### src/rtl/wbc_pkg.sv
// Shared constants, payload types and codes of the word break checker.
package wbc_pkg;

  localparam int DICT_WORDS = 16;
  localparam int WORD_LEN   = 16;

  localparam int SYM_W  = 8;
  localparam int CNT_W  = $clog2(DICT_WORDS + 1);
  localparam int FILL_W = $clog2(WORD_LEN + 2);
  localparam int LEN_W  = $clog2(WORD_LEN + 1);
  localparam int POS_W  = (WORD_LEN > 1) ? $clog2(WORD_LEN) : 1;
  localparam int ROW_IW = (DICT_WORDS > 1) ? $clog2(DICT_WORDS) : 1;

  typedef logic [SYM_W-1:0]  sym_t;
  typedef sym_t [WORD_LEN-1:0] row_t;
  typedef logic [LEN_W-1:0]  len_t;
  typedef logic [POS_W-1:0]  pos_t;
  typedef logic [ROW_IW-1:0] row_idx_t;

  typedef enum logic [1:0] {
    OP_WORD  = 2'd0,
    OP_KEY   = 2'd1,
    OP_CLEAR = 2'd2
  } op_t;

  typedef enum logic [1:0] {
    ST_IDLE,
    ST_SCAN,
    ST_DRAIN,
    ST_FIN
  } state_t;

  typedef struct packed {
    logic [1:0] operation;
    sym_t       symbol;
    logic       last;
  } in_t;

  typedef struct packed {
    logic can_split;
    logic dict_overflow;
  } out_t;

  typedef struct packed {
    logic     char_we;
    logic     len_we;
    row_idx_t row;
    pos_t     lane;
    sym_t     data;
    len_t     len;
  } dict_wr_t;

endpackage

### src/rtl/wbc_cell.sv
// One window cell: a key history byte, a reach bit and its share of the word compare.
module wbc_cell (
  input  logic               clk,
  input  logic               rst_n,
  input  wbc_pkg::pos_t      pos,
  input  logic               shift_en,
  input  logic               step_en,
  input  logic               clear_en,
  input  wbc_pkg::sym_t      sym_in,
  input  logic               reach_in,
  input  wbc_pkg::row_t      row,
  input  wbc_pkg::len_t      len,
  input  logic               all_in,
  input  logic               any_in,
  output wbc_pkg::sym_t      sym_out,
  output logic               reach_out,
  output logic               all_out,
  output logic               any_out
);

  localparam int LX_W = wbc_pkg::LEN_W + 1;

  wbc_pkg::sym_t hist_r;
  logic          reach_r;
  logic [LX_W-1:0] len_x;
  logic [LX_W-1:0] pos_x;
  logic [LX_W-1:0] idx_x;
  logic          in_word;
  logic          is_tail;
  wbc_pkg::sym_t word_sym;

  always_ff @(posedge clk) begin
    if (!rst_n || clear_en) begin
      hist_r  <= '0;
      reach_r <= (pos == '0);
    end else begin
      if (shift_en) begin
        hist_r <= sym_in;
      end
      if (step_en) begin
        reach_r <= reach_in;
      end
    end
  end

  // cell at pos compares against word character len-1-pos
  always_comb begin
    len_x    = LX_W'(len);
    pos_x    = LX_W'(pos);
    idx_x    = len_x - pos_x - LX_W'(1);
    in_word  = (pos_x < len_x);
    is_tail  = ((pos_x + LX_W'(1)) == len_x);
    word_sym = row[idx_x[wbc_pkg::POS_W-1:0]];
  end

  assign all_out   = all_in & (!in_word | (word_sym == hist_r));
  assign any_out   = any_in | (is_tail & reach_r);
  assign sym_out   = hist_r;
  assign reach_out = reach_r;

endmodule

### config.mk
export PLATFORM = sky130hd
export DESIGN_NAME = wbc_cell
export DESIGN_NICKNAME = d
export VERILOG_FILES = /design/src/rtl/wbc_pkg.sv /design/src/rtl/wbc_cell.sv
export SDC_FILE = /design/constraint.sdc
export NUM_CORES = 1
export LEC_CHECK = 0
export BUFFER_PORTS_ARGS = -buffer_cell sky130_fd_sc_hd__clkbuf_2
export CELL_PAD_IN_SITES_DETAIL_PLACEMENT = 0
export CELL_PAD_IN_SITES_GLOBAL_PLACEMENT = 1
export CORE_UTILIZATION = 28
export CTS_BUF_LIST = sky130_fd_sc_hd__clkbuf_8
export CTS_CLUSTER_SIZE = 12
export DETAILED_ROUTE_END_ITERATION = 16
export PLACE_DENSITY = 0.83
export REMOVE_ABC_BUFFERS = 1
export SYNTH_ARGS = -nofsm -noshare
export SYNTH_HDL_FRONTEND = slang
export SYNTH_SLANG_ARGS = --single-unit
### constraint.sdc
create_clock -name clk -period 3.1 [get_ports clk]
set_input_delay 0.31 -clock clk [delete_from_list [all_inputs] [get_ports clk]]
set_output_delay 0.31 -clock clk [all_outputs]
set_load 0.02 [all_outputs]
==> flow_metrics.py, run 1 <==
metrics = {
    "critical_path": {
        "start_kind": "input port",
        "reg2reg_slack_ns": 2.37,
        "cp.arrival_ns": 2.98,
        "crit_chain": "clkbuf_8, inv_4, ha_4, fa_2, buf_12, mux4_2, mux2i_1, xnor2_1, nor3_2, o22ai_2, o31ai_2, buf_4",
        "crit_buf_inv": 4,
        "r2r_cells": 2,
        "critical_path.top_delay_family": "adder cells",
        "r2r-start": "sym_out[3]",
        "worst_r2r_endpoint": "sym_out[3]",
        "worstPathRequired_ns": 2.79,
        "crit_slowest_cell": "fa_2",
        "slowest_delay_ns": 0.68,
        "critPathMaxFanout": 5,
        "worstSetupEndpointType": "output port",
        "path_class": "in -> out",
    },
    "global_routing": {
        "grt_overflow_total": 0,
        "met2_usage": 0.3076,
        "first_global_vias": 2175,
        "met3_usage": 0.03080,
        "antenna_found_initial": 0,
        "gr-max-usage-layer": "met2",
        "grt_max_degree": 21,
        "grt_usage": 0.1686,
        "grt_pass1_wl_um": 9777,
        "grtUsageMet1": 0.2101,
    },
    "detailed_routing": {
        "drt_iter0_markers": 52,
        "remaining_drc_errors": 0,
        "routed_wirelength_um": 6217,
        "detail-route-antenna-nets": 0,
        "wire_per_inst_um": 13.85,
        "via_count": 2123,
        "dr.pass1.iters": 4,
        "post_drt_via_cell_ratio": 4.728,
    },
    "timing": {
        "slew_headroom": 0.6909,
        "hold_viol": 0,
        "max_slew.worst_pin.slew_ns": 0.4637,
        "maxSlewViolCount": 0,
        "layout_setup_ws_ns": -0.1940,
        "setup_viol": 1,
        "rsz0062_at_grt": "true",
        "period_minus_slack_ns": 3.294,
        "finalCritPeriodShare": 1.063,
        "fin_hold_ws_ns": 0.3146,
        "max_freq_ghz": 0.3036,
        "fin_tns_setup_ns": -0.1940,
        "finClkSkew_ns": 0,
    },
    "hold_path": {
        "hold_path_end": "sym_out[0]",
        "hp-class": "in -> reg",
        "worstHoldStart": "sym_in[0]",
        "whs_path_depth": 3,
    },
    "placement": {
        "place.gp.congestion": 0.7128,
        "place_ws_ns": -0.2973,
        "dp_hpwl_um": 5271,
        "portBuffers": 163,
    },
    "cells_and_area": {
        "syn2layout_area_growth_pct": 61.60,
        "n_antenna_cell": 0,
        "drive_gt1_frac": 0.6346,
        "final_util": 0.4681,
        "fin_nets": 517,
        "fillers": 654,
    },
    "clocking": {
        "cts_made_buffers": 3,
        "cts_root_buf": "clkbuf_8",
        "clk_path_buf_depth": 2,
        "tritoncts": "built",
        "clkLatencyLatePin_ns": 0.23,
        "cts.htree.levels": 1,
        "clock-sinks": 9,
        "clkTransAtPathRegs_ns": 0.05,
    },
    "floorplan": {
        "dieArea_mm2": 0.007369,
        "io_pins": 164,
        "die_x_um": 85.84,
        "rows": 30,
        "start_util": 0.2897,
        "die_h_um": 85.84,
        "core_mm2": 0.006794,
    },
    "status": {
        "failed_checks": "negative setup slack",
        "status": "finished with violations",
    },
    "synth": {
        "synth_edf_count": 1,
        "synth_area_mm2": 0.001968,
        "netlist_instances": 180,
        "async_flop_share": 0,
        "ys.flop_type": "dfxtp_1",
        "synth_cell_types": 41,
        "synth-seq-cells": 9,
        "ys_seq_area_frac": 0.09663,
        "syn_area_per_cell_um2": 10.93,
        "ys_warn_count": 0,
    },
    "run": {
        "cap_violations": 0,
    },
    "power_and_ir_drop": {
        "peakVddDrop_mv": 0.1163,
        "powerDensity_mw_per_mm2": 295.5,
        "leakage_nw": 1.613,
    },
}
## logic make-up (layout without fill, tap and decap cells)
kind of cell	Yosys count	after routing	share of synthesized area
buffers and inverters	21	194	0.08137
xor gates and xnor gates	26	26	0.1252
and+or+nand+nor	39	39	0.1081
DFF	9	9	0.09663
AOI/OAI and AO/OA	17	17	0.05977
muxes	58	58	0.4615
adders and majority gates	10	10	0.06739
## what timing repair did
action | CTS | global route
buffers inserted | 0 | 1
gates cloned | 0 | 1
hold buffers | 0 | 0
setup endpoints to repair | 1 | 1
pin swaps | 1 | 8
resized for setup | 6 | 18
## synthesized netlist by cell type (2+ instances only)
| master | instances | share of area |
|---|---|---|
| nor2b_1 | 5 | 0.016 |
| nand2b_1 | 2 | 0.0064 |
| nor4_1 | 2 | 0.0064 |
| mux2i_1 | 33 | 0.17 |
| buf_2 | 2 | 0.0051 |
| o21ai_0 | 4 | 0.010 |
| nor2_1 | 10 | 0.019 |
| nand3_1 | 3 | 0.0076 |
| mux4_1 | 4 | 0.053 |
| nand2_1 | 2 | 0.0038 |
| xor2_1 | 9 | 0.040 |
| buf_6 | 5 | 0.029 |
| dfxtp_1 | 8 | 0.081 |
| clkbuf_1 | 3 | 0.0057 |
| mux4_2 | 21 | 0.24 |
| and3_1 | 4 | 0.013 |
| xnor2_1 | 16 | 0.071 |
| a2111oi_0 | 4 | 0.018 |
| a21oi_1 | 2 | 0.0051 |
| nor3_1 | 6 | 0.015 |
| ha_1 | 9 | 0.057 |
| inv_1 | 7 | 0.013 |
## sequential cells by signal (all words and copies together), names as in the netlist
name	count
sym_out	8
reach_out	1
## cell type report
type	instances	area, µm²	share of cell area
Timing Repair Buffer	183	1074	0.3375
Inverter	7	28.78	0.009048
Multi-Input combinational cell	150	1723	0.5417
Tap cell	96	120.1	0.03777
Sequential cell	9	190.2	0.05980
Clock inverter	1	3.754	0.001180
Clock buffer	3	41.29	0.01298
## layout by cell type (no fill, tap or decap), types with 2 or more instances in the layout
cell type and count:
buf_12 6, xnor2_1 16, ha_1 8, clkbuf_2 161
o21ai_0 4, nand2b_1 2, nor3_1 3, mux2i_1 32
nand2_1 2, mux4_2 21, a21oi_1 2, xor2_4 2
dfxtp_1 8, clkbuf_8 4, nor3_2 4, nor2b_1 5
buf_4 13, and3_1 4, nand3_1 3, inv_1 7
nor2_1 10, mux4_1 4, xor2_1 8
## layer usage
metal,routed length (µm),part of all wire,up-vias
met4,42,0.0068,0
met5,0,0,-
met1,2492,0.40,983
met2,3294,0.53,98
met3,387,0.062,4
li1,-,-,1038
## power breakdown
group          internal (mW)  leakage [nW]  total (mW)  switching, mW
Sequential             0.123        0.0765       0.129        0.00589
Clock                 0.0865        0.0269       0.136         0.0496
Combinational          0.390          1.51       0.675          0.285
## worst min-delay path: stages
cell and delay [ns]:
clkbuf_2 0.07, mux2i_1 0.05, nor2_1 0.07
## per-stage QoR
step           power, mW  cells  area, µm²
2_1_floorplan     0.5152    166       1834
3_3_place_gp      0.7420    443       2992
3_5_place_dp      0.7517    443       2992
4_1_cts           0.8998    447       3064
5_1_grt            1.018    449       3181
6_report          0.9397    449       3181
## worst max path at each step
stage / end / start / cells past startpoint
detailed placement: all_out / pos[0] / 13
global route: all_out / pos[0] / 12
global placement: all_out / pos[0] / 13
finish: all_out / pos[0] / 12
floorplan: all_out / pos[0] / 10
CTS: all_out / pos[0] / 12
No activity file was read; power rests on OpenSTA's default activity.
==> inputs of run 2 (changes only) <==
--- a/config.mk
+++ b/config.mk
@@ -5,15 +5,17 @@
 export SDC_FILE = /design/constraint.sdc
 export NUM_CORES = 1
 export LEC_CHECK = 0
+export ABC_AREA = 1
 export BUFFER_PORTS_ARGS = -buffer_cell sky130_fd_sc_hd__clkbuf_2
 export CELL_PAD_IN_SITES_DETAIL_PLACEMENT = 0
 export CELL_PAD_IN_SITES_GLOBAL_PLACEMENT = 1
-export CORE_UTILIZATION = 28
+export CORE_UTILIZATION = 24
 export CTS_BUF_LIST = sky130_fd_sc_hd__clkbuf_8
 export CTS_CLUSTER_SIZE = 12
 export DETAILED_ROUTE_END_ITERATION = 16
-export PLACE_DENSITY = 0.83
+export PLACE_DENSITY_LB_ADDON = 0.1
 export REMOVE_ABC_BUFFERS = 1
 export SYNTH_ARGS = -nofsm -noshare
 export SYNTH_HDL_FRONTEND = slang
 export SYNTH_SLANG_ARGS = --single-unit
+export TNS_END_PERCENT = 1
==> run 2 against run 1 <==
  * The run now ends clean
  * Clock skew stayed put
  * Final cell count is 46% higher
  * Clock-buffer cell count stayed put
  * Maximum frequency is 14% higher
  * Critical path depth is 4 higher
  * First-iteration DRC count is 71% higher
  * Sequential cell count stayed put
  * Synthesized area is 3.4% higher
  * Sequential power hardly changed
  * Non-clock buffer count is 9 lower
  * Global-route usage is 0.20 points higher
==> flow_metrics.py, run 2 <==
metrics = {
    "synth": {
        "synth_edf_count": 1,
        "synth_area_mm2": 0.002036,
        "synth_top_area_frac": 0.3061,
        "post_synth_xor_area_fraction": 0.02151,
        "ys_warn_count": 0,
        "synth_common_cells": "166 x nand2_1, 124 x nand3_1, 23 x inv_1",
        "ys_top_cells_by_area": "nand2_1 31%, nand3_1 30%, dfxtp_1 7.9%",
        "synth-seq-cells": 9,
        "async_flop_share": 0,
        "synth-simple-area-share": 0.6441,
        "synthAdderAreaFrac": 0.06515,
        "synth_top_family_by_area": "simple AND/OR/NAND/NOR gates",
        "synth_cell_types": 28,
        "synth_most_common_cell": "nand2_1",
        "netlist_instances": 398,
        "synth-compound-area-share": 0.06577,
        "syn_area_per_cell_um2": 5.115,
        "yosysTopAreaCell": "nand2_1",
        "ys_seq_area_frac": 0.09342,
        "muxShareOfSynthArea": 0,
        "ys.flop_type": "dfxtp_1",
    },
    "timing": {
        "fin_tns_setup_ns": 0,
        "rsz0062_at_grt": "false",
        "slew_headroom": 0.6932,
        "finalCritPeriodShare": 0.9282,
        "finClkSkew_ns": 0,
        "hold_viol": 0,
        "max_freq_ghz": 0.3475,
        "maxSlewViolCount": 0,
        "max_slew.worst_pin.slew_ns": 0.4592,
        "setup_viol": 0,
        "period_minus_slack_ns": 2.878,
    },
    "critical_path": {
        "path_class": "in -> out",
        "critPathMaxFanout": 16,
        "r2r_cells": 2,
        "crit_chain": "clkbuf_2, inv_1, ha_2, fa_1, buf_4, nand3_1, nand3_1, nand3_1, nand3_1, nand2_1, inv_1, nand2_1, nor2_1, nand2_1, a21oi_2, clkbuf_2",
        "worstSetupEndpointType": "output port",
        "cp.depth": 16,
        "reg2reg_slack_ns": 2.49,
        "crit_slowest_cell": "fa_1",
        "cp_common_cell": "nand3_1",
        "slowest_delay_ns": 0.56,
        "start_kind": "input port",
        "crit_buf_inv": 5,
        "cp.arrival_ns": 2.57,
        "worstPathRequired_ns": 2.79,
        "critical_path.top_delay_family": "adder cells",
    },
    "detailed_routing": {
        "via_count": 2970,
        "remaining_drc_errors": 0,
        "wire_per_inst_um": 11.81,
        "dr.pass1.iters": 5,
        "post_drt_via_cell_ratio": 4.527,
        "detail-route-antenna-nets": 0,
        "routed_wirelength_um": 7747,
        "drt_iter0_markers": 89,
    },
    "power_and_ir_drop": {
        "powerDensity_mw_per_mm2": 290.0,
        "leakage_nw": 1.738,
        "fin_total_pwr_mw": 0.8766,
        "peakVddDrop_mv": 0.1243,
    },
    "hold_path": {
        "hp-class": "in -> reg",
        "whs_path_depth": 3,
    },
    "clocking": {
        "tritoncts": "built",
        "cts_root_buf": "clkbuf_8",
        "cts.htree.levels": 1,
        "clkTransAtPathRegs_ns": 0.06,
        "cts_made_buffers": 3,
        "clkLatencyLatePin_ns": 0.24,
        "clk_path_buf_depth": 2,
        "clock-sinks": 9,
    },
    "status": {
        "status": "finished clean",
    },
    "run": {
        "cap_violations": 0,
    },
    "floorplan": {
        "rows": 33,
        "core_mm2": 0.008217,
        "io_pins": 164,
        "start_util": 0.2478,
        "dieArea_mm2": 0.008855,
        "die_x_um": 94.10,
        "die_h_um": 94.10,
    },
    "cells_and_area": {
        "final_cell_area_mm2": 0.003023,
        "final_common_cell": "nand2_1",
        "layout_common_cells": "166 x nand2_1, 163 x clkbuf_2, 124 x nand3_1",
        "largest_reg_flops": 8,
        "drive_gt1_frac": 0.3412,
        "syn2layout_area_growth_pct": 48.49,
        "n_antenna_cell": 0,
        "fin_nets": 715,
        "fillers": 980,
    },
    "global_routing": {
        "grt_max_degree": 66,
        "grt_pass1_wl_um": 12050,
        "grt_usage": 0.1706,
        "grt_overflow_total": 0,
        "first_global_vias": 2655,
        "antenna_found_initial": 0,
    },
    "placement": {
        "place.gp.congestion": 0.7471,
        "dpl-instance-area_mm2": 0.002930,
        "portBuffers": 163,
        "dp_hpwl_um": 6079,
    },
}
[run 2: cell families after synthesis]
logic type,count (synthesis)
compound gates,23
xor+xnor,5
fa+ha+maj,10
buf+inv,50
flops,9
simple gates,301
[run 2: routing by layer]
| metal | routed length, µm | track usage | vias up |
|---|---|---|---|
| met1 | 3545 | 0.2130 | 1252 |
| met4 | 14 | 0.01538 | 0 |
| met5 | 0 | 0 | - |
| met2 | 3621 | 0.3139 | 104 |
| met3 | 567 | 0.02832 | 2 |
| li1 | - | - | 1612 |
[run 2: power breakdown]
group | internal, mW | total [mW] | leakage [nW] | switching (mW)
logic | 0.252 | 0.599 | 1.64 | 0.346
registers | 0.124 | 0.128 | 0.0768 | 0.00401
clock network | 0.0887 | 0.150 | 0.0255 | 0.0615
total | 0.465 | 0.877 | 1.74 | 0.412
[run 2: cell type report]
cell class	instances	area [µm²]	share of cell area
multi-input combinational	339	1624	0.5373
timing repair buffer	174	934.6	0.3092
tap	105	131.4	0.04346
clock buffer	3	41.29	0.01366
clock inverter	1	5.005	0.001656
sequential	9	190.2	0.06291
inverter	25	96.34	0.03187
[run 2: through the flow]
| stage | setup slack (ns) | util | hold slack, ns | std cells |
|---|---|---|---|---|
| after floorplan | -0.8138 | - | 0.4894 | 373 |
| final | 0.2225 | 0.3679 | 0.3380 | 656 |
| after global routing | 0.002916 | 0.3679 | 0.3542 | 656 |
| after detailed placement | 0.1046 | 0.3566 | 0.4842 | 649 |
| after global placement | 0.1750 | 0.3566 | 0.4740 | 649 |
| after CTS | 0.09943 | 0.3623 | 0.3343 | 653 |
[run 2: worst paths after layout]
check | startpoint | endpoint
hold / removal | sym_in[4] | sym_out[4]
hold reg to reg | sym_out[1] | sym_out[1]
setup reg to reg | sym_out[6] | sym_out[6]
setup / recovery | pos[0] | all_out
[run 2: worst register-to-register path: cells and delay by family (launching register included)]
family / cells / cell delay [ns]
buffers and inverters: 1 / 0.07
DFF: 1 / 0.36
AOI/OAI and AO/OA: 1 / 0.13
[run 2: timing repair]
| item | in CTS | in global routing |
|---|---|---|
| gates resized for setup | 0 | 4 |
| setup buffers | 0 | 3 |
| hold buffers | 0 | 0 |
| setup endpoints to repair | 0 | 1 |
